`config.mk`:
```
export PLATFORM = sky130hd
export DESIGN_NAME = peer_wire_message_parser_core_flat
export DESIGN_NICKNAME = d
export VERILOG_FILES = /design/src/rtl/core/pwmp_pkg.sv /design/src/rtl/core/pwmp_req_if.sv /design/src/rtl/core/pwmp_rsp_if.sv /design/src/rtl/core/pwmp_bitmap.sv /design/src/rtl/core/peer_wire_message_parser_core.sv /design/src/flat_wrapper.sv
export SDC_FILE = /design/constraint.sdc
export NUM_CORES = 2
export LEC_CHECK = 0
export BUFFER_PORTS_ARGS = -buffer_cell sky130_fd_sc_hd__buf_2
export CORE_MARGIN = 3
export CORE_UTILIZATION = 45
export CTS_CLUSTER_SIZE = 24
export DETAILED_ROUTE_END_ITERATION = 7
export SLEW_MARGIN = 15
export SYNTH_ARGS = -nofsm -noshare
export SYNTH_HDL_FRONTEND = slang
export SYNTH_SLANG_ARGS = --single-unit
```
`constraint.sdc`:
```
create_clock -name clock -period 13.3 [get_ports clock]
set_input_delay 2.66 -clock clock [delete_from_list [all_inputs] [get_ports clock]]
set_output_delay 2.66 -clock clock [all_outputs]
set_load 0.01 [all_outputs]
```
`src/rtl/core/pwmp_pkg.sv`:
```
// ---------------------------------------------------------------------------
// pwmp_pkg
// Shared types, codes and helpers of the peer wire message parser.
// ---------------------------------------------------------------------------
`default_nettype none

package pwmp_pkg;

   // default number of pieces the bitmap can hold
   localparam int unsigned MAX_PIECES_DEFAULT = 4096;

   // handshake protocol identifier
   localparam logic [7:0]   PROTO_LEN  = 8'd19;
   localparam logic [151:0] PROTO_TEXT = "BitTorrent protocol";

   // default message length limit
   localparam logic [31:0] DEFAULT_MAX_LEN = 32'd200000;

   // handshake byte positions
   localparam logic [31:0] HS_PROTO_END = 32'd19;
   localparam logic [31:0] HS_HASH_BEG  = 32'd28;
   localparam logic [31:0] HS_HASH_END  = 32'd47;
   localparam logic [31:0] HS_ID_BEG    = 32'd48;
   localparam logic [31:0] HS_ID_END    = 32'd67;

   // parse phases
   localparam logic [1:0] PH_HANDSHAKE = 2'd0;
   localparam logic [1:0] PH_LENGTH    = 2'd1;
   localparam logic [1:0] PH_MESSAGE   = 2'd2;

   // message ids
   localparam logic [7:0] MSG_CHOKE      = 8'd0;
   localparam logic [7:0] MSG_UNCHOKE    = 8'd1;
   localparam logic [7:0] MSG_INTERESTED = 8'd2;
   localparam logic [7:0] MSG_NOT_INTER  = 8'd3;
   localparam logic [7:0] MSG_HAVE       = 8'd4;
   localparam logic [7:0] MSG_BITFIELD   = 8'd5;
   localparam logic [7:0] MSG_REQUEST    = 8'd6;
   localparam logic [7:0] MSG_PIECE      = 8'd7;
   localparam logic [7:0] MSG_CANCEL     = 8'd8;

   // event codes
   localparam logic [3:0] EV_HANDSHAKE_OK = 4'd0;
   localparam logic [3:0] EV_KEEPALIVE    = 4'd1;
   localparam logic [3:0] EV_CHOKED       = 4'd2;
   localparam logic [3:0] EV_UNCHOKED     = 4'd3;
   localparam logic [3:0] EV_INTERESTED   = 4'd4;
   localparam logic [3:0] EV_NOT_INTER    = 4'd5;
   localparam logic [3:0] EV_HAVE         = 4'd6;
   localparam logic [3:0] EV_BITFIELD     = 4'd7;
   localparam logic [3:0] EV_REQUEST      = 4'd8;
   localparam logic [3:0] EV_PIECE_START  = 4'd9;
   localparam logic [3:0] EV_PIECE_DATA   = 4'd10;
   localparam logic [3:0] EV_CANCEL       = 4'd11;
   localparam logic [3:0] EV_ABORT        = 4'd12;

   // abort reasons
   localparam logic [1:0] AB_BAD_PROTO  = 2'd0;
   localparam logic [1:0] AB_HASH       = 2'd1;
   localparam logic [1:0] AB_SELF       = 2'd2;
   localparam logic [1:0] AB_TOO_LONG   = 2'd3;

   // register indexes
   localparam logic [2:0] CSR_HASH_HIGH = 3'd0;
   localparam logic [2:0] CSR_HASH_MID  = 3'd1;
   localparam logic [2:0] CSR_HASH_LOW  = 3'd2;
   localparam logic [2:0] CSR_ID_HIGH   = 3'd3;
   localparam logic [2:0] CSR_ID_MID    = 3'd4;
   localparam logic [2:0] CSR_ID_LOW    = 3'd5;
   localparam logic [2:0] CSR_PIECES    = 3'd6;
   localparam logic [2:0] CSR_MAX_LEN   = 3'd7;

   // one result item
   typedef struct packed {
      logic [3:0]  event_code;
      logic [31:0] piece_index;
      logic [31:0] block_begin;
      logic [31:0] block_length;
      logic [7:0]  data_byte;
      logic        data_last;
      logic [1:0]  abort_reason;
      logic        choked_by_peer;
      logic        peer_interested;
   } rsp_type;

   // byte k (0 first) of a 20-byte key stored big-endian
   function automatic logic [7:0] key_byte(input logic [159:0] key, input logic [4:0] k);
      logic [159:0] sh;
      sh = key >> {5'd19 - k, 3'b000};
      return sh[7:0];
   endfunction

   // byte k (0 first) of the protocol string
   function automatic logic [7:0] proto_byte(input logic [4:0] k);
      logic [151:0] sh;
      sh = PROTO_TEXT >> {5'd18 - k, 3'b000};
      return sh[7:0];
   endfunction

endpackage

`default_nettype wire

```
`src/rtl/core/pwmp_req_if.sv`:
```
// ---------------------------------------------------------------------------
// pwmp_req_if
// Received byte channel with valid/ready handshake.
// ---------------------------------------------------------------------------
`default_nettype none

interface pwmp_req_if;
   logic       valid;
   logic       ready;
   logic [7:0] rx_byte;

   modport source (output valid, output rx_byte, input ready);
   modport sink   (input valid, input rx_byte, output ready);
endinterface

`default_nettype wire

```
`src/rtl/core/pwmp_rsp_if.sv`:
```
// ---------------------------------------------------------------------------
// pwmp_rsp_if
// Parser event channel with valid/ready handshake.
// ---------------------------------------------------------------------------
`default_nettype none

interface pwmp_rsp_if;
   logic        valid;
   logic        ready;
   logic [3:0]  event_code;
   logic [31:0] piece_index;
   logic [31:0] block_begin;
   logic [31:0] block_length;
   logic [7:0]  data_byte;
   logic        data_last;
   logic [1:0]  abort_reason;
   logic        choked_by_peer;
   logic        peer_interested;

   modport source (output valid, output event_code, output piece_index,
                   output block_begin, output block_length, output data_byte,
                   output data_last, output abort_reason, output choked_by_peer,
                   output peer_interested, input ready);
   modport sink   (input valid, input event_code, input piece_index,
                   input block_begin, input block_length, input data_byte,
                   input data_last, input abort_reason, input choked_by_peer,
                   input peer_interested, output ready);
endinterface

`default_nettype wire

```
`src/rtl/core/pwmp_bitmap.sv`:
```
// ---------------------------------------------------------------------------
// pwmp_bitmap
// Piece bitmap memory: read-modify-write bit set with forwarding, and a
// clearing pass after reset.
// ---------------------------------------------------------------------------
`default_nettype none

module pwmp_bitmap #(
   parameter int unsigned DEPTH = 512,
   parameter int unsigned AW    = 9
) (
   input  wire logic          clock,
   input  wire logic          reset,
   input  wire logic          set_en,
   input  wire logic [AW-1:0] set_addr,
   input  wire logic [7:0]    set_mask,
   output      logic          clear_busy
);

   logic [7:0] mem [DEPTH];

   // clearing pass state
   logic          clr_busy_ff, clr_busy_in;
   logic [AW-1:0] clr_addr_ff, clr_addr_in;

   // write stage
   logic          wr_valid_ff;
   logic [AW-1:0] wr_addr_ff;
   logic [7:0]    wr_mask_ff;
   logic [7:0]    rd_data_ff;
   logic          fwd_ff;
   logic [7:0]    fwd_data_ff;
   logic [7:0]    wr_data;

   assign clear_busy = clr_busy_ff;

   // merge read data, or the write that landed with the read, with the new bits
   assign wr_data = (fwd_ff ? fwd_data_ff : rd_data_ff) | wr_mask_ff;

   // clear sweep control
   always_comb begin
      clr_busy_in = clr_busy_ff;
      clr_addr_in = clr_addr_ff;
      if (clr_busy_ff) begin
         clr_addr_in = clr_addr_ff + 1'b1;
         if (clr_addr_ff == AW'(DEPTH - 1)) clr_busy_in = 1'b0;
      end
   end

   always_ff @(posedge clock) begin
      if (reset) begin
         clr_busy_ff <= 1'b1;
         clr_addr_ff <= '0;
         wr_valid_ff <= 1'b0;
      end else begin
         clr_busy_ff <= clr_busy_in;
         clr_addr_ff <= clr_addr_in;
         wr_valid_ff <= set_en && !clr_busy_ff;
      end
   end

   // read stage and forwarding capture
   always_ff @(posedge clock) begin
      rd_data_ff  <= mem[set_addr];
      wr_addr_ff  <= set_addr;
      wr_mask_ff  <= set_mask;
      fwd_ff      <= wr_valid_ff && (wr_addr_ff == set_addr);
      fwd_data_ff <= wr_data;
   end

   // memory write port
   always_ff @(posedge clock) begin
      if (clr_busy_ff) begin
         mem[clr_addr_ff] <= 8'h00;
      end else if (wr_valid_ff) begin
         mem[wr_addr_ff] <= wr_data;
      end
   end

endmodule

`default_nettype wire

```
`src/rtl/core/peer_wire_message_parser_core.sv`:
```
// ---------------------------------------------------------------------------
// peer_wire_message_parser_core
// Receive-side peer wire parser: handshake check, message deframing, events.
// ---------------------------------------------------------------------------
// The block takes one received byte per cycle and gives at most one event per
// byte, through an output register with a skid stage, so a byte is taken
// every cycle while the event side keeps up. All parse state updates within
// the cycle of the byte; the piece bitmap lives in a memory updated by a
// read-modify-write (read stage, then write stage) with forwarding. After
// reset the bitmap is swept to zero, one row per cycle over its MAX_PIECES/8
// rounded up rows (512 at the default), during which no byte is taken.
`default_nettype none

module peer_wire_message_parser_core #(
   parameter int unsigned MAX_PIECES = pwmp_pkg::MAX_PIECES_DEFAULT
) (
   input  wire logic        clock,
   input  wire logic        reset,
   pwmp_req_if.sink         req_chan,
   pwmp_rsp_if.source       rsp_chan,
   input  wire logic        csr_we,
   input  wire logic [2:0]  csr_index,
   input  wire logic [63:0] csr_wdata
);

   localparam int unsigned DEPTH = (MAX_PIECES + 7) / 8;
   localparam int unsigned AW    = (DEPTH > 1) ? $clog2(DEPTH) : 1;

   // configuration registers
   logic [159:0] hash_ff;
   logic [159:0] own_id_ff;
   logic [12:0]  piece_count_ff;
   logic [31:0]  max_len_ff;

   // parse state
   logic [1:0]  phase_ff, phase_in;
   logic [31:0] count_ff, count_in;
   logic [31:0] msg_len_ff, msg_len_in;
   logic [7:0]  msg_id_ff, msg_id_in;
   logic [31:0] acc_ff, acc_in;
   logic [31:0] index_ff, index_in;
   logic [31:0] begin_ff, begin_in;
   logic        match_ff, match_in;
   logic        choked_ff, choked_in;
   logic        inter_ff, inter_in;
   logic        aborted_ff, aborted_in;

   // output register and skid stage
   logic              out_valid_ff;
   pwmp_pkg::rsp_type out_ff;
   logic              skid_valid_ff;
   pwmp_pkg::rsp_type skid_ff;

   logic              res_valid;
   pwmp_pkg::rsp_type res;
   logic              set_en;
   logic [AW-1:0]     set_addr;
   logic [7:0]        set_mask;
   logic              clear_busy;
   logic              accept;

   // piece limit and helper values
   logic [31:0] lim;
   logic [31:0] lim_row;
   logic [7:0]  lim_mask;
   logic [31:0] pos;
   logic [31:0] row;
   logic        last;
   logic [31:0] dlen;
   logic [31:0] lane;
   logic [7:0]  rev_b;
   logic [7:0]  b;

   // assembled length value from the three held bytes and the current one
   function automatic logic [31:0] acc_in_len(input logic [31:0] acc, input logic [7:0] nb);
      return {acc[23:0], nb};
   endfunction

   assign b      = req_chan.rx_byte;
   assign accept = req_chan.valid && req_chan.ready;
   assign req_chan.ready = !clear_busy && !skid_valid_ff;

   assign lim = (32'(piece_count_ff) < 32'(MAX_PIECES)) ? 32'(piece_count_ff)
                                                        : 32'(MAX_PIECES);
   assign lim_row  = lim >> 3;
   assign lim_mask = 8'((9'd1 << lim[2:0]) - 9'd1);

   // configuration writes
   always_ff @(posedge clock) begin
      if (reset) begin
         hash_ff        <= '0;
         own_id_ff      <= '0;
         piece_count_ff <= '0;
         max_len_ff     <= pwmp_pkg::DEFAULT_MAX_LEN;
      end else if (csr_we) begin
         unique case (csr_index)
            pwmp_pkg::CSR_HASH_HIGH: hash_ff[159:96]   <= csr_wdata;
            pwmp_pkg::CSR_HASH_MID:  hash_ff[95:32]    <= csr_wdata;
            pwmp_pkg::CSR_HASH_LOW:  hash_ff[31:0]     <= csr_wdata[31:0];
            pwmp_pkg::CSR_ID_HIGH:   own_id_ff[159:96] <= csr_wdata;
            pwmp_pkg::CSR_ID_MID:    own_id_ff[95:32]  <= csr_wdata;
            pwmp_pkg::CSR_ID_LOW:    own_id_ff[31:0]   <= csr_wdata[31:0];
            pwmp_pkg::CSR_PIECES:    piece_count_ff    <= csr_wdata[12:0];
            pwmp_pkg::CSR_MAX_LEN:   max_len_ff        <= csr_wdata[31:0];
            default: ;
         endcase
      end
   end

   // per-byte parse step
   always_comb begin
      phase_in   = phase_ff;
      count_in   = count_ff;
      msg_len_in = msg_len_ff;
      msg_id_in  = msg_id_ff;
      acc_in     = acc_ff;
      index_in   = index_ff;
      begin_in   = begin_ff;
      match_in   = match_ff;
      choked_in  = choked_ff;
      inter_in   = inter_ff;
      aborted_in = aborted_ff;
      res_valid  = 1'b0;
      res        = '0;
      set_en     = 1'b0;
      set_addr   = '0;
      set_mask   = '0;
      pos        = count_ff;
      last       = (count_ff == msg_len_ff - 32'd1);
      dlen       = (msg_len_ff > 32'd9) ? msg_len_ff - 32'd9 : 32'd0;
      lane       = count_ff - 32'd1;
      row        = count_ff - 32'd1;
      for (int k = 0; k < 8; k++) rev_b[k] = b[7-k];

      if (aborted_ff) begin
         // sticky abort: bytes are dropped
      end else if (phase_ff == pwmp_pkg::PH_LENGTH) begin
         acc_in   = {acc_ff[23:0], b};
         count_in = count_ff + 32'd1;
         if (count_ff[1:0] == 2'd3) begin
            count_in = '0;
            acc_in   = '0;
            if (acc_in_len(acc_ff, b) > max_len_ff) begin
               aborted_in       = 1'b1;
               res_valid        = 1'b1;
               res.event_code   = pwmp_pkg::EV_ABORT;
               res.abort_reason = pwmp_pkg::AB_TOO_LONG;
            end else if (acc_in_len(acc_ff, b) == 32'd0) begin
               res_valid      = 1'b1;
               res.event_code = pwmp_pkg::EV_KEEPALIVE;
            end else begin
               msg_len_in = acc_in_len(acc_ff, b);
               phase_in   = pwmp_pkg::PH_MESSAGE;
            end
         end
      end else if (phase_ff == pwmp_pkg::PH_MESSAGE) begin
         // field capture
         if (pos == 32'd0) begin
            msg_id_in = b;
            index_in  = '0;
            begin_in  = '0;
            acc_in    = '0;
         end else if (pos <= 32'd12) begin
            case (lane[3:2])
               2'd0: case (lane[1:0])
                  2'd0: index_in[31:24] = b;
                  2'd1: index_in[23:16] = b;
                  2'd2: index_in[15:8]  = b;
                  default: index_in[7:0] = b;
               endcase
               2'd1: case (lane[1:0])
                  2'd0: begin_in[31:24] = b;
                  2'd1: begin_in[23:16] = b;
                  2'd2: begin_in[15:8]  = b;
                  default: begin_in[7:0] = b;
               endcase
               default: case (lane[1:0])
                  2'd0: acc_in[31:24] = b;
                  2'd1: acc_in[23:16] = b;
                  2'd2: acc_in[15:8]  = b;
                  default: acc_in[7:0] = b;
               endcase
            endcase
         end

         // bitfield payload sets one bitmap row
         if (msg_id_ff == pwmp_pkg::MSG_BITFIELD && pos != 32'd0) begin
            set_addr = row[AW-1:0];
            if (row < lim_row) begin
               set_mask = rev_b;
            end else if (row == lim_row) begin
               set_mask = rev_b & lim_mask;
            end
            set_en = (set_mask != 8'h00);
         end

         if (msg_id_in == pwmp_pkg::MSG_PIECE) begin
            res.piece_index  = index_in;
            res.block_begin  = begin_in;
            res.block_length = dlen;
            if (pos >= 32'd9) begin
               res_valid      = 1'b1;
               res.event_code = pwmp_pkg::EV_PIECE_DATA;
               res.data_byte  = b;
               res.data_last  = last;
            end else if (pos == 32'd8 || last) begin
               res_valid      = 1'b1;
               res.event_code = pwmp_pkg::EV_PIECE_START;
            end
         end else if (last) begin
            case (msg_id_in)
               pwmp_pkg::MSG_CHOKE: begin
                  choked_in = 1'b1;
                  res_valid = 1'b1;
                  res.event_code = pwmp_pkg::EV_CHOKED;
               end
               pwmp_pkg::MSG_UNCHOKE: begin
                  choked_in = 1'b0;
                  res_valid = 1'b1;
                  res.event_code = pwmp_pkg::EV_UNCHOKED;
               end
               pwmp_pkg::MSG_INTERESTED: begin
                  inter_in  = 1'b1;
                  res_valid = 1'b1;
                  res.event_code = pwmp_pkg::EV_INTERESTED;
               end
               pwmp_pkg::MSG_NOT_INTER: begin
                  inter_in  = 1'b0;
                  res_valid = 1'b1;
                  res.event_code = pwmp_pkg::EV_NOT_INTER;
               end
               pwmp_pkg::MSG_HAVE: begin
                  res_valid       = 1'b1;
                  res.event_code  = pwmp_pkg::EV_HAVE;
                  res.piece_index = index_in;
                  set_en          = (index_in < lim);
                  set_addr        = index_in[AW+2:3];
                  set_mask        = 8'(9'd1 << index_in[2:0]);
               end
               pwmp_pkg::MSG_BITFIELD: begin
                  res_valid      = 1'b1;
                  res.event_code = pwmp_pkg::EV_BITFIELD;
               end
               pwmp_pkg::MSG_REQUEST: begin
                  res_valid        = 1'b1;
                  res.event_code   = pwmp_pkg::EV_REQUEST;
                  res.piece_index  = index_in;
                  res.block_begin  = begin_in;
                  res.block_length = acc_in;
               end
               pwmp_pkg::MSG_CANCEL: begin
                  res_valid        = 1'b1;
                  res.event_code   = pwmp_pkg::EV_CANCEL;
                  res.piece_index  = index_in;
                  res.block_begin  = begin_in;
                  res.block_length = acc_in;
               end
               default: ;
            endcase
         end

         if (last) begin
            phase_in = pwmp_pkg::PH_LENGTH;
            count_in = '0;
            acc_in   = '0;
         end else begin
            count_in = count_ff + 32'd1;
         end
      end else begin
         // handshake
         count_in = count_ff + 32'd1;
         if (pos == 32'd0) begin
            match_in = (b == pwmp_pkg::PROTO_LEN);
         end else if (pos <= pwmp_pkg::HS_PROTO_END) begin
            if (b != pwmp_pkg::proto_byte(5'(pos - 32'd1))) match_in = 1'b0;
            if (pos == pwmp_pkg::HS_PROTO_END) begin
               if (!match_in) begin
                  aborted_in       = 1'b1;
                  res_valid        = 1'b1;
                  res.event_code   = pwmp_pkg::EV_ABORT;
                  res.abort_reason = pwmp_pkg::AB_BAD_PROTO;
               end
               match_in = 1'b1;
            end
         end else if (pos >= pwmp_pkg::HS_HASH_BEG && pos <= pwmp_pkg::HS_HASH_END) begin
            if (b != pwmp_pkg::key_byte(hash_ff, 5'(pos - pwmp_pkg::HS_HASH_BEG)))
               match_in = 1'b0;
            if (pos == pwmp_pkg::HS_HASH_END) begin
               if (!match_in) begin
                  aborted_in       = 1'b1;
                  res_valid        = 1'b1;
                  res.event_code   = pwmp_pkg::EV_ABORT;
                  res.abort_reason = pwmp_pkg::AB_HASH;
               end
               match_in = 1'b1;
            end
         end else if (pos >= pwmp_pkg::HS_ID_BEG) begin
            if (b != pwmp_pkg::key_byte(own_id_ff, 5'(pos - pwmp_pkg::HS_ID_BEG)))
               match_in = 1'b0;
            if (pos >= pwmp_pkg::HS_ID_END) begin
               res_valid = 1'b1;
               if (match_in) begin
                  aborted_in       = 1'b1;
                  res.event_code   = pwmp_pkg::EV_ABORT;
                  res.abort_reason = pwmp_pkg::AB_SELF;
               end else begin
                  res.event_code = pwmp_pkg::EV_HANDSHAKE_OK;
                  phase_in       = pwmp_pkg::PH_LENGTH;
                  count_in       = '0;
                  acc_in         = '0;
               end
               match_in = 1'b1;
            end
         end
      end

      res.choked_by_peer  = choked_in;
      res.peer_interested = inter_in;
   end

   // parse state registers
   always_ff @(posedge clock) begin
      if (reset) begin
         phase_ff   <= pwmp_pkg::PH_HANDSHAKE;
         count_ff   <= '0;
         msg_len_ff <= '0;
         msg_id_ff  <= '0;
         acc_ff     <= '0;
         index_ff   <= '0;
         begin_ff   <= '0;
         match_ff   <= 1'b1;
         choked_ff  <= 1'b1;
         inter_ff   <= 1'b0;
         aborted_ff <= 1'b0;
      end else if (accept) begin
         phase_ff   <= phase_in;
         count_ff   <= count_in;
         msg_len_ff <= msg_len_in;
         msg_id_ff  <= msg_id_in;
         acc_ff     <= acc_in;
         index_ff   <= index_in;
         begin_ff   <= begin_in;
         match_ff   <= match_in;
         choked_ff  <= choked_in;
         inter_ff   <= inter_in;
         aborted_ff <= aborted_in;
      end
   end

   // output register with skid stage
   always_ff @(posedge clock) begin
      if (reset) begin
         out_valid_ff  <= 1'b0;
         skid_valid_ff <= 1'b0;
      end else if (!out_valid_ff || rsp_chan.ready) begin
         if (skid_valid_ff) begin
            out_valid_ff  <= 1'b1;
            skid_valid_ff <= 1'b0;
         end else begin
            out_valid_ff <= accept && res_valid;
         end
      end else if (accept && res_valid) begin
         skid_valid_ff <= 1'b1;
      end
   end

   always_ff @(posedge clock) begin
      if (!out_valid_ff || rsp_chan.ready) begin
         out_ff <= skid_valid_ff ? skid_ff : res;
      end else if (accept && res_valid) begin
         skid_ff <= res;
      end
   end

   assign rsp_chan.valid           = out_valid_ff;
   assign rsp_chan.event_code      = out_ff.event_code;
   assign rsp_chan.piece_index     = out_ff.piece_index;
   assign rsp_chan.block_begin     = out_ff.block_begin;
   assign rsp_chan.block_length    = out_ff.block_length;
   assign rsp_chan.data_byte       = out_ff.data_byte;
   assign rsp_chan.data_last       = out_ff.data_last;
   assign rsp_chan.abort_reason    = out_ff.abort_reason;
   assign rsp_chan.choked_by_peer  = out_ff.choked_by_peer;
   assign rsp_chan.peer_interested = out_ff.peer_interested;

   // piece bitmap
   pwmp_bitmap #(
      .DEPTH (DEPTH),
      .AW    (AW)
   ) u_bitmap (
      .clock      (clock),
      .reset      (reset),
      .set_en     (set_en && accept),
      .set_addr   (set_addr),
      .set_mask   (set_mask),
      .clear_busy (clear_busy)
   );

endmodule

`default_nettype wire
```
`src/flat_wrapper.sv`:
```
// flat-port wrapper written by rule: the top's interface ports become plain ports
module peer_wire_message_parser_core_flat 
#(
   parameter int unsigned MAX_PIECES = pwmp_pkg::MAX_PIECES_DEFAULT
)
  (clock, reset, csr_we, csr_index, csr_wdata, req_chan_valid, req_chan_rx_byte, req_chan_ready, rsp_chan_valid, rsp_chan_event_code, rsp_chan_piece_index, rsp_chan_block_begin, rsp_chan_block_length, rsp_chan_data_byte, rsp_chan_data_last, rsp_chan_abort_reason, rsp_chan_choked_by_peer, rsp_chan_peer_interested, rsp_chan_ready);
  pwmp_req_if req_chan_i ();
  pwmp_rsp_if rsp_chan_i ();
  input  wire logic clock;
  input  wire logic reset;
  input  wire logic csr_we;
  input  wire logic [2:0] csr_index;
  input  wire logic [63:0] csr_wdata;
  input wire logic [$bits(req_chan_i.valid)-1:0] req_chan_valid;
  input wire logic [$bits(req_chan_i.rx_byte)-1:0] req_chan_rx_byte;
  output wire logic [$bits(req_chan_i.ready)-1:0] req_chan_ready;
  output wire logic [$bits(rsp_chan_i.valid)-1:0] rsp_chan_valid;
  output wire logic [$bits(rsp_chan_i.event_code)-1:0] rsp_chan_event_code;
  output wire logic [$bits(rsp_chan_i.piece_index)-1:0] rsp_chan_piece_index;
  output wire logic [$bits(rsp_chan_i.block_begin)-1:0] rsp_chan_block_begin;
  output wire logic [$bits(rsp_chan_i.block_length)-1:0] rsp_chan_block_length;
  output wire logic [$bits(rsp_chan_i.data_byte)-1:0] rsp_chan_data_byte;
  output wire logic [$bits(rsp_chan_i.data_last)-1:0] rsp_chan_data_last;
  output wire logic [$bits(rsp_chan_i.abort_reason)-1:0] rsp_chan_abort_reason;
  output wire logic [$bits(rsp_chan_i.choked_by_peer)-1:0] rsp_chan_choked_by_peer;
  output wire logic [$bits(rsp_chan_i.peer_interested)-1:0] rsp_chan_peer_interested;
  input wire logic [$bits(rsp_chan_i.ready)-1:0] rsp_chan_ready;
  assign req_chan_i.valid = req_chan_valid;
  assign req_chan_i.rx_byte = req_chan_rx_byte;
  assign req_chan_ready = req_chan_i.ready;
  assign rsp_chan_valid = rsp_chan_i.valid;
  assign rsp_chan_event_code = rsp_chan_i.event_code;
  assign rsp_chan_piece_index = rsp_chan_i.piece_index;
  assign rsp_chan_block_begin = rsp_chan_i.block_begin;
  assign rsp_chan_block_length = rsp_chan_i.block_length;
  assign rsp_chan_data_byte = rsp_chan_i.data_byte;
  assign rsp_chan_data_last = rsp_chan_i.data_last;
  assign rsp_chan_abort_reason = rsp_chan_i.abort_reason;
  assign rsp_chan_choked_by_peer = rsp_chan_i.choked_by_peer;
  assign rsp_chan_peer_interested = rsp_chan_i.peer_interested;
  assign rsp_chan_i.ready = rsp_chan_ready;
  peer_wire_message_parser_core #(.MAX_PIECES(MAX_PIECES)) u_core (.clock(clock), .reset(reset), .req_chan(req_chan_i), .rsp_chan(rsp_chan_i), .csr_we(csr_we), .csr_index(csr_index), .csr_wdata(csr_wdata));
endmodule
```
* Yosys cells after proc, flatten, opt, wreduce, memory -nomap -nowiden
Index checks and enable logic that the tools add are counted.
** Operators by class
- Add/sub/neg operators :: 10
- Multipliers :: 0
- Divide/modulo/power cells :: 0
- $lt $le $gt $ge :: 9
- Equality and inequality tests :: 37
- Shift operators :: 3
- Mux-type cells :: 172
- Bitwise operators :: 6
- Reductions and logical operators :: 38
** Operators with widths (number)
- $mux W32 :: 31
- $shr A160 B8 Y8 :: 2
- $mux W105 :: 2
- $mux W100 :: 2
- $shr A151 B8 Y8 const A :: 1
- $mux W8 :: 16
- $mux W113 :: 1
- $mux W111 :: 1
- $mux W1 :: 74
- $logic_not A32 Y1 :: 2
- $mux W4 :: 16
- $mux W64 :: 1
- $mux W2 :: 23
- $add A32 B1 Y32 const B :: 1
- $eq A32 B32 Y1 :: 1
- $eq A32 B4 Y1 const B :: 1
- $eq A32 B5 Y1 const B :: 1
- $eq A32 B6 Y1 const B :: 1
- $eq A8 B3 Y1 const B :: 4
- $ge A32 B4 Y1 const B :: 1
- $ge A32 B5 Y1 const B :: 1
- $ge A32 B6 Y1 const B :: 1
- $ge A32 B7 Y1 const B :: 1
- $gt A32 B32 Y1 :: 1
- other kinds (44) :: 89
** Storage, ports and cells
- Bits in registers :: 764
- Bits in latches :: 0
- RAM bits :: 0
- ROM bits :: 0
- Bits of input ports :: 80
- Output and inout bits :: 115
- Word-level logic and storage cells :: 315
- Memories kept :: 0

* Logic depth before layout (Yosys ltp)
- Word-level depth :: 22
- Depth in mapped cells :: 21
- Mapped depth without buffers :: 15

* Hierarchy
From an unflattened synthesis, not the netlist that was laid out.
** Unflattened totals
- Cells, all modules :: 4572
- Area, all modules :: 39985.8 um2
** Modules (own cells, without submodules)
- peer_wire_message_parser_core :: instances 1, cells an instance 4526, area an instance 39556.7 um2, seq. area each 17616.9 um2
- pwmp_bitmap :: instances 1, cells an instance 46, area an instance 429.2 um2, seq. area each 200.2 um2

* Worst setup path after synthesis
Ideal clock, no wire load.
- Path kind :: input port to flip-flop
- Start point :: input req_chan_rx_byte[0]
- End point :: register u_core.skid_ff[0] (netlist name) (enable)
- Library setup time :: 0.623 ns
- Arrival time :: 10.075 ns
- Required time :: 12.677 ns
- Setup slack :: 2.602 ns
- Stages :: 14
- Buffers on the path :: 1
- Cell sequence :: clkbuf_1 clkinv_1 ha_1 nor2b_1 o21a_1 o21a_1 o21a_1 o21ai_0 a211oi_1 o22ai_1 and2_1 o22ai_1 nand2_1 a21oi_1
** On the way
- Word-level cells in the longest chain between the ends :: 18
- Elaborated cells on any way between the ends :: 49
- Classes of those cells :: 1 x order compare; 10 x eq/ne; 33 x mux; 5 x reduce/logical
** RTL lines
- start: declaration :: line flat_wrapper.sv:15 : input wire logic [$bits(req_chan_i.rx_byte)-1:0] req_chan_rx_byte;
- $ne A8 B8 Y1 :: line peer_wire_message_parser_core.sv:286 : if (b != pwmp_pkg::key_byte(hash_ff, 5'(pos - pwmp_pkg::HS_HASH_BEG)))
- $mux W1 :: line peer_wire_message_parser_core.sv:286
- $mux W1 :: line peer_wire_message_parser_core.sv:285 : end else if (pos >= pwmp_pkg::HS_HASH_BEG && pos <= pwmp_pkg::HS_HASH_END) begin
- $mux W1 :: line peer_wire_message_parser_core.sv:274 : end else if (pos <= pwmp_pkg::HS_PROTO_END) begin
- $mux W1 :: line peer_wire_message_parser_core.sv:272 : if (pos == 32'd0) begin
- $mux W1 :: line peer_wire_message_parser_core.sv:156 : end else if (phase_ff == pwmp_pkg::PH_MESSAGE) begin
- $mux W1 :: line peer_wire_message_parser_core.sv:137 : end else if (phase_ff == pwmp_pkg::PH_LENGTH) begin
- $mux W1 :: line peer_wire_message_parser_core.sv:135 : if (aborted_ff) begin
- [... 2 more ...]
- $mux W1 :: line peer_wire_message_parser_core.sv:285
- $mux W1 :: line peer_wire_message_parser_core.sv:274
- $mux W1 :: line peer_wire_message_parser_core.sv:272
- $mux W1 :: line peer_wire_message_parser_core.sv:156
- $mux W1 (*) :: line peer_wire_message_parser_core.sv:137
- $mux W1 (*) :: line peer_wire_message_parser_core.sv:135
- $logic_and A1 B1 Y1 (*) :: line peer_wire_message_parser_core.sv:370 : end else if (accept && res_valid) begin
- $reduce_and A2 Y1 (no source line) (*)
- end signal: assignment :: line peer_wire_message_parser_core.sv:371 : skid_ff <= res;
- end: declaration :: line peer_wire_message_parser_core.sv:52 : pwmp_pkg::rsp_type skid_ff;
Every way passes the cells marked *; elsewhere a longest branch is shown, timed or not. The select of a mux whose other input is x is not followed.
A chain may end at the register's enable or synchronous reset.

* Worst setup path in the final report
- Start point :: input req_chan_rx_byte[0]
- End point :: register u_core.skid_ff[27] (netlist name) (enable)
Same word-level chain as after synthesis.

==> summary.txt <==
Routing
  – Via Count: 31700
  – Routed length per instance: 22.7 um
  – DRT Pass-1 Iters: 6
  – Drc violations: 0
  – WL final: 122000 um
  – Vias per cell: 5.92
  – Antenna-violating nets left: 0
  – Detailed router's first-iteration violation count: 3078

Place
  – Post-DP HPWL: 80400 um
  – IO buf count: between 150 and 200
  – Post-DP Area: 0.0388 mm2
  – Routability cong.: 0.925

GRT
  – Total congestion overflow: 0
  – Largest net degree at the start of global routing: approximately 250
  – Vias in the first global route: 28700
  – GRT Overall Usage: a little over a quarter
  – Initial antenna violation count: 2
  – First-pass GRT wire length: ~180000 um

Logic synthesis
  – Main synth FF type: dfxtp_1
  – Post-Synthesis Cells: 4223
  – Register area share after synthesis: ~47%
  – Syn Nets: 4354
  – Netlist cell types: 98
  – Post-synth EDFFs: 226
  – Synth top area cells: dfxtp_1 29%, edfxtp_1 18%, nand2_1 9.2%
  – Post-synthesis cell area: between 0.03 and 0.04 mm2
  – Warning count from the yosys run: 0
  – Avg Inst Size Synth: 8.87 um2
  – Yosys top cell area share: 28.7%
  – Async SR Flop Fraction: 0%
  – Flops & latches, synth: between 700 and 800
  – Yosys top cell by area: dfxtp_1

Critical path
  – Reg2reg setup slack: ~6600 ps
  – Crit Path Class: input pin to flip-flop
  – Cell chain of the critical path: buf_2 > clkinv_1 > ha_1 > nor2b_1 > o21a_1 > o21a_1 > o21a_1 > o21ai_0 > a211oi_1 > o22ai_1 > and2_1 > o22ai_1 > nand2_1 > a21oi_4 > buf_4 > buf_4
  – Critical Path Source Type: input pin
  – WP data required: 13540 ps
  – Worst R2R Start: u_core.count_ff[1]
  – Worst Path Arrival: 7100 ps
  – FF-to-FF path depth: 17
  – CP startpoint: req_chan_rx_byte[0]
  – End of the critical path: u_core.skid_ff[27]
  – Critical Path End Type: flip-flop
  – Most used cell, CP: o21a_1
  – Reg2reg end: u_core.skid_ff[27]
  – Max incr delay on CP: 830 ps
  – Worst Path Max Fanout: 75
  – Crit-path slowest cell: buf_4

STA
  – Final Slew Violations: 0
  – RSZ-0062 raised after global routing: false
  – Worst slew margin: between 10% and 20%
  – Worst Tran Pin Value: 1320 ps
  – Tcrit/Tclk final: 51.6%
  – Clk_skew: just under 30 ps
  – Crit path time final: 6860 ps
  – Final hold violations: 0
  – Setup TNS: 0 ps
  – Endpoints failing setup: 0
  – Fmax: between 0.1 and 0.15 GHz

Clocking
  – CTS root buffer: clkbuf_16
  – CTS Buf Count: 84
  – Worst skew pair latency: ~640 ps
  – CTS H-tree depth: 3
  – Clock Sinks: 764
  – TritonCTS clock tree: done
  – Setup Fix Bufs, Post-CTS: 0
  – CTS max path bufs: 3
  – Post-cts resize count: 0
  – Count of hold-fix buffers inserted at cts: 0
  – Clk slew on worst S/H paths: 50 ps

Outcome
  – Status: finished, final reports clean

Floorplanning
  – I/O pins: just under 200
  – Die area: 0.0868 mm2
  – Die extent in x: 295 um
  – Die height: just under 300 um
  – Initial Utilization: a little under half
  – CORE AREA: 0.0822 mm2
  – Row count: between 100 and 150

Finish
  – Commonest non-fill, non-tap cell in the layout: nand2_1
  – Most frequent cells in the layout: 913 x nand2_1, 534 x dfxtp_1, 429 x a21oi_1
  – Area grow syn2layout: 11.1%
  – Share of layout cells above drive strength 1: between 10% and 20%
  – Final Cell Area: 0.0416 mm2
  – Nets: 4346

Min path
  – Min-delay worst type: flip-flop to flip-flop

Flow run
  – Max-Cap Viols: 0

Power and ir drop
  – Pwr dens: 120 mW/mm2
  – Leakage power: 0.0155 uW
  – VDD IR-drop max: 93.6 uV
-- worst min path at each step --
stage                           from                     to  cells past startpoint
5_1_grt          u_core.hash_ff[111]    u_core.hash_ff[111]                      2
3_3_place_gp       u_core.hash_ff[4]      u_core.hash_ff[4]                      2
6_report       u_core.own_id_ff[124]  u_core.own_id_ff[124]                      2
4_1_cts        u_core.own_id_ff[134]  u_core.own_id_ff[134]                      2
3_5_place_dp   u_core.own_id_ff[134]  u_core.own_id_ff[134]                      2
2_1_floorplan    u_core.msg_id_ff[7]    u_core.msg_id_ff[7]                      2
-- where the power goes --
part	leakage (uW)	internal [uW]	switching (uW)	total [uW]
Combinational	0.00718	46.1	136	182
Sequential	0.00693	2410	11.7	2420
Clock	0.00139	1400	993	2390
-- cell families (layout without fill, tap and decap cells) --
kind of cell	after synthesis	in the layout	share of synthesized area (%)
adder cells (fa/ha/maj)	55	55	1.81
flip-flops	764	764	46.8
other	0	1	0
AO/OA/AOI/OAI	944	944	16.1
XOR/XNOR	91	91	2.13
AND/OR/NAND/NOR	1698	1698	20.0
buffers and inverters	408	469	4.77
multiplexers	263	263	8.33
-- final cells by class --
| class | count | area (um2) |
|---|---|---|
| Tap cell | 1070 | 1340 |
| Sequential cell | 764 | 17600 |
| Inverter | 66 | 250 |
| Timing Repair Buffer | 248 | 1410 |
| Clock buffer | 113 | 2370 |
| Antenna cell | 1 | 2.50 |
| Multi-Input combinational cell | 3051 | 18200 |
| Fill cell | 7771 | 40600 |
| Clock inverter | 42 | 455 |
-- synthesized netlist by cell type (9+ instances only) --
cell        n
o21ai_0   104
a22o_1     13
o21ai_1     9
nor2b_1    17
a22oi_1    83
buf_2      33
nor2_1    365
o22ai_1    10
xor2_1     35
a31oi_1    29
or4_1      12
edfxtp_1  226
xnor2_1    56
a21oi_1   430
buf_4      13
nor3_1     66
a211oi_1   13
clkbuf_1  263
dfxtp_1   538
buf_6      11
a221oi_1   36
inv_1      61
mux4_2     36
or3_1      15
mux2_2     31
a21o_1     17
o211ai_1   15
nand2b_1   21
nand4_1    45
and3_1     41
nor4_1     37
and4_1     14
and2_1     15
mux2i_1   196
ha_1       51
buf_1      16
o221ai_1   11
o31ai_2    28
o31ai_1    71
nand2_1   915
nand3_1    68
-- per-layer routing --
layer	share of wire [%]	GRT usage, %	up-vias	wire length [um]
met2	47	44.6	1219	57600
met5	0.022	0	-	27
met1	42	37.0	15300	51600
met3	7.1	3.83	225	8650
met4	3.1	8.85	4	3800
li1	-	-	15000	-
-- critical path, delay by kind of cell --
| family | cells | cell delay [ps] |
|---|---|---|
| buffers and inverters | 4 | 2280 |
| AOI/OAI and AO/OA | 8 | 1150 |
| adders and majority gates | 1 | 360 |
| and+or+nand+nor | 3 | 460 |
-- sequential cells by signal, indices dropped and copies added, names as in the netlist, 4 cells and up --
name / cells
u_core.acc_ff: 32
u_core.begin_ff: 32
u_core.count_ff: 32
u_core.hash_ff: 160
u_core.index_ff: 32
u_core.max_len_ff: 32
u_core.msg_id_ff: 8
u_core.msg_len_ff: 32
u_core.own_id_ff: 160
u_core.rsp_chan.block_begin: 32
u_core.rsp_chan.block_length: 32
u_core.rsp_chan.data_byte: 8
u_core.rsp_chan.event_code: 4
u_core.rsp_chan.piece_index: 32
u_core.skid_ff: 113
u_core.u_bitmap.clr_addr_ff: 9
-- through the flow --
step	worst slack, ps	hold WS (ps)	total power, uW	utilization (%)	cells
2_1_floorplan	2600	431	2560	-	4223
3_3_place_gp	5940	439	2650	47.2	5198
3_5_place_dp	5890	444	2650	47.2	5198
4_1_cts	6530	452	5020	50.6	5353
5_1_grt	6160	462	5130	50.6	5354
6_report	6440	449	4990	50.6	5355
(Power assumes the default switching activity.)
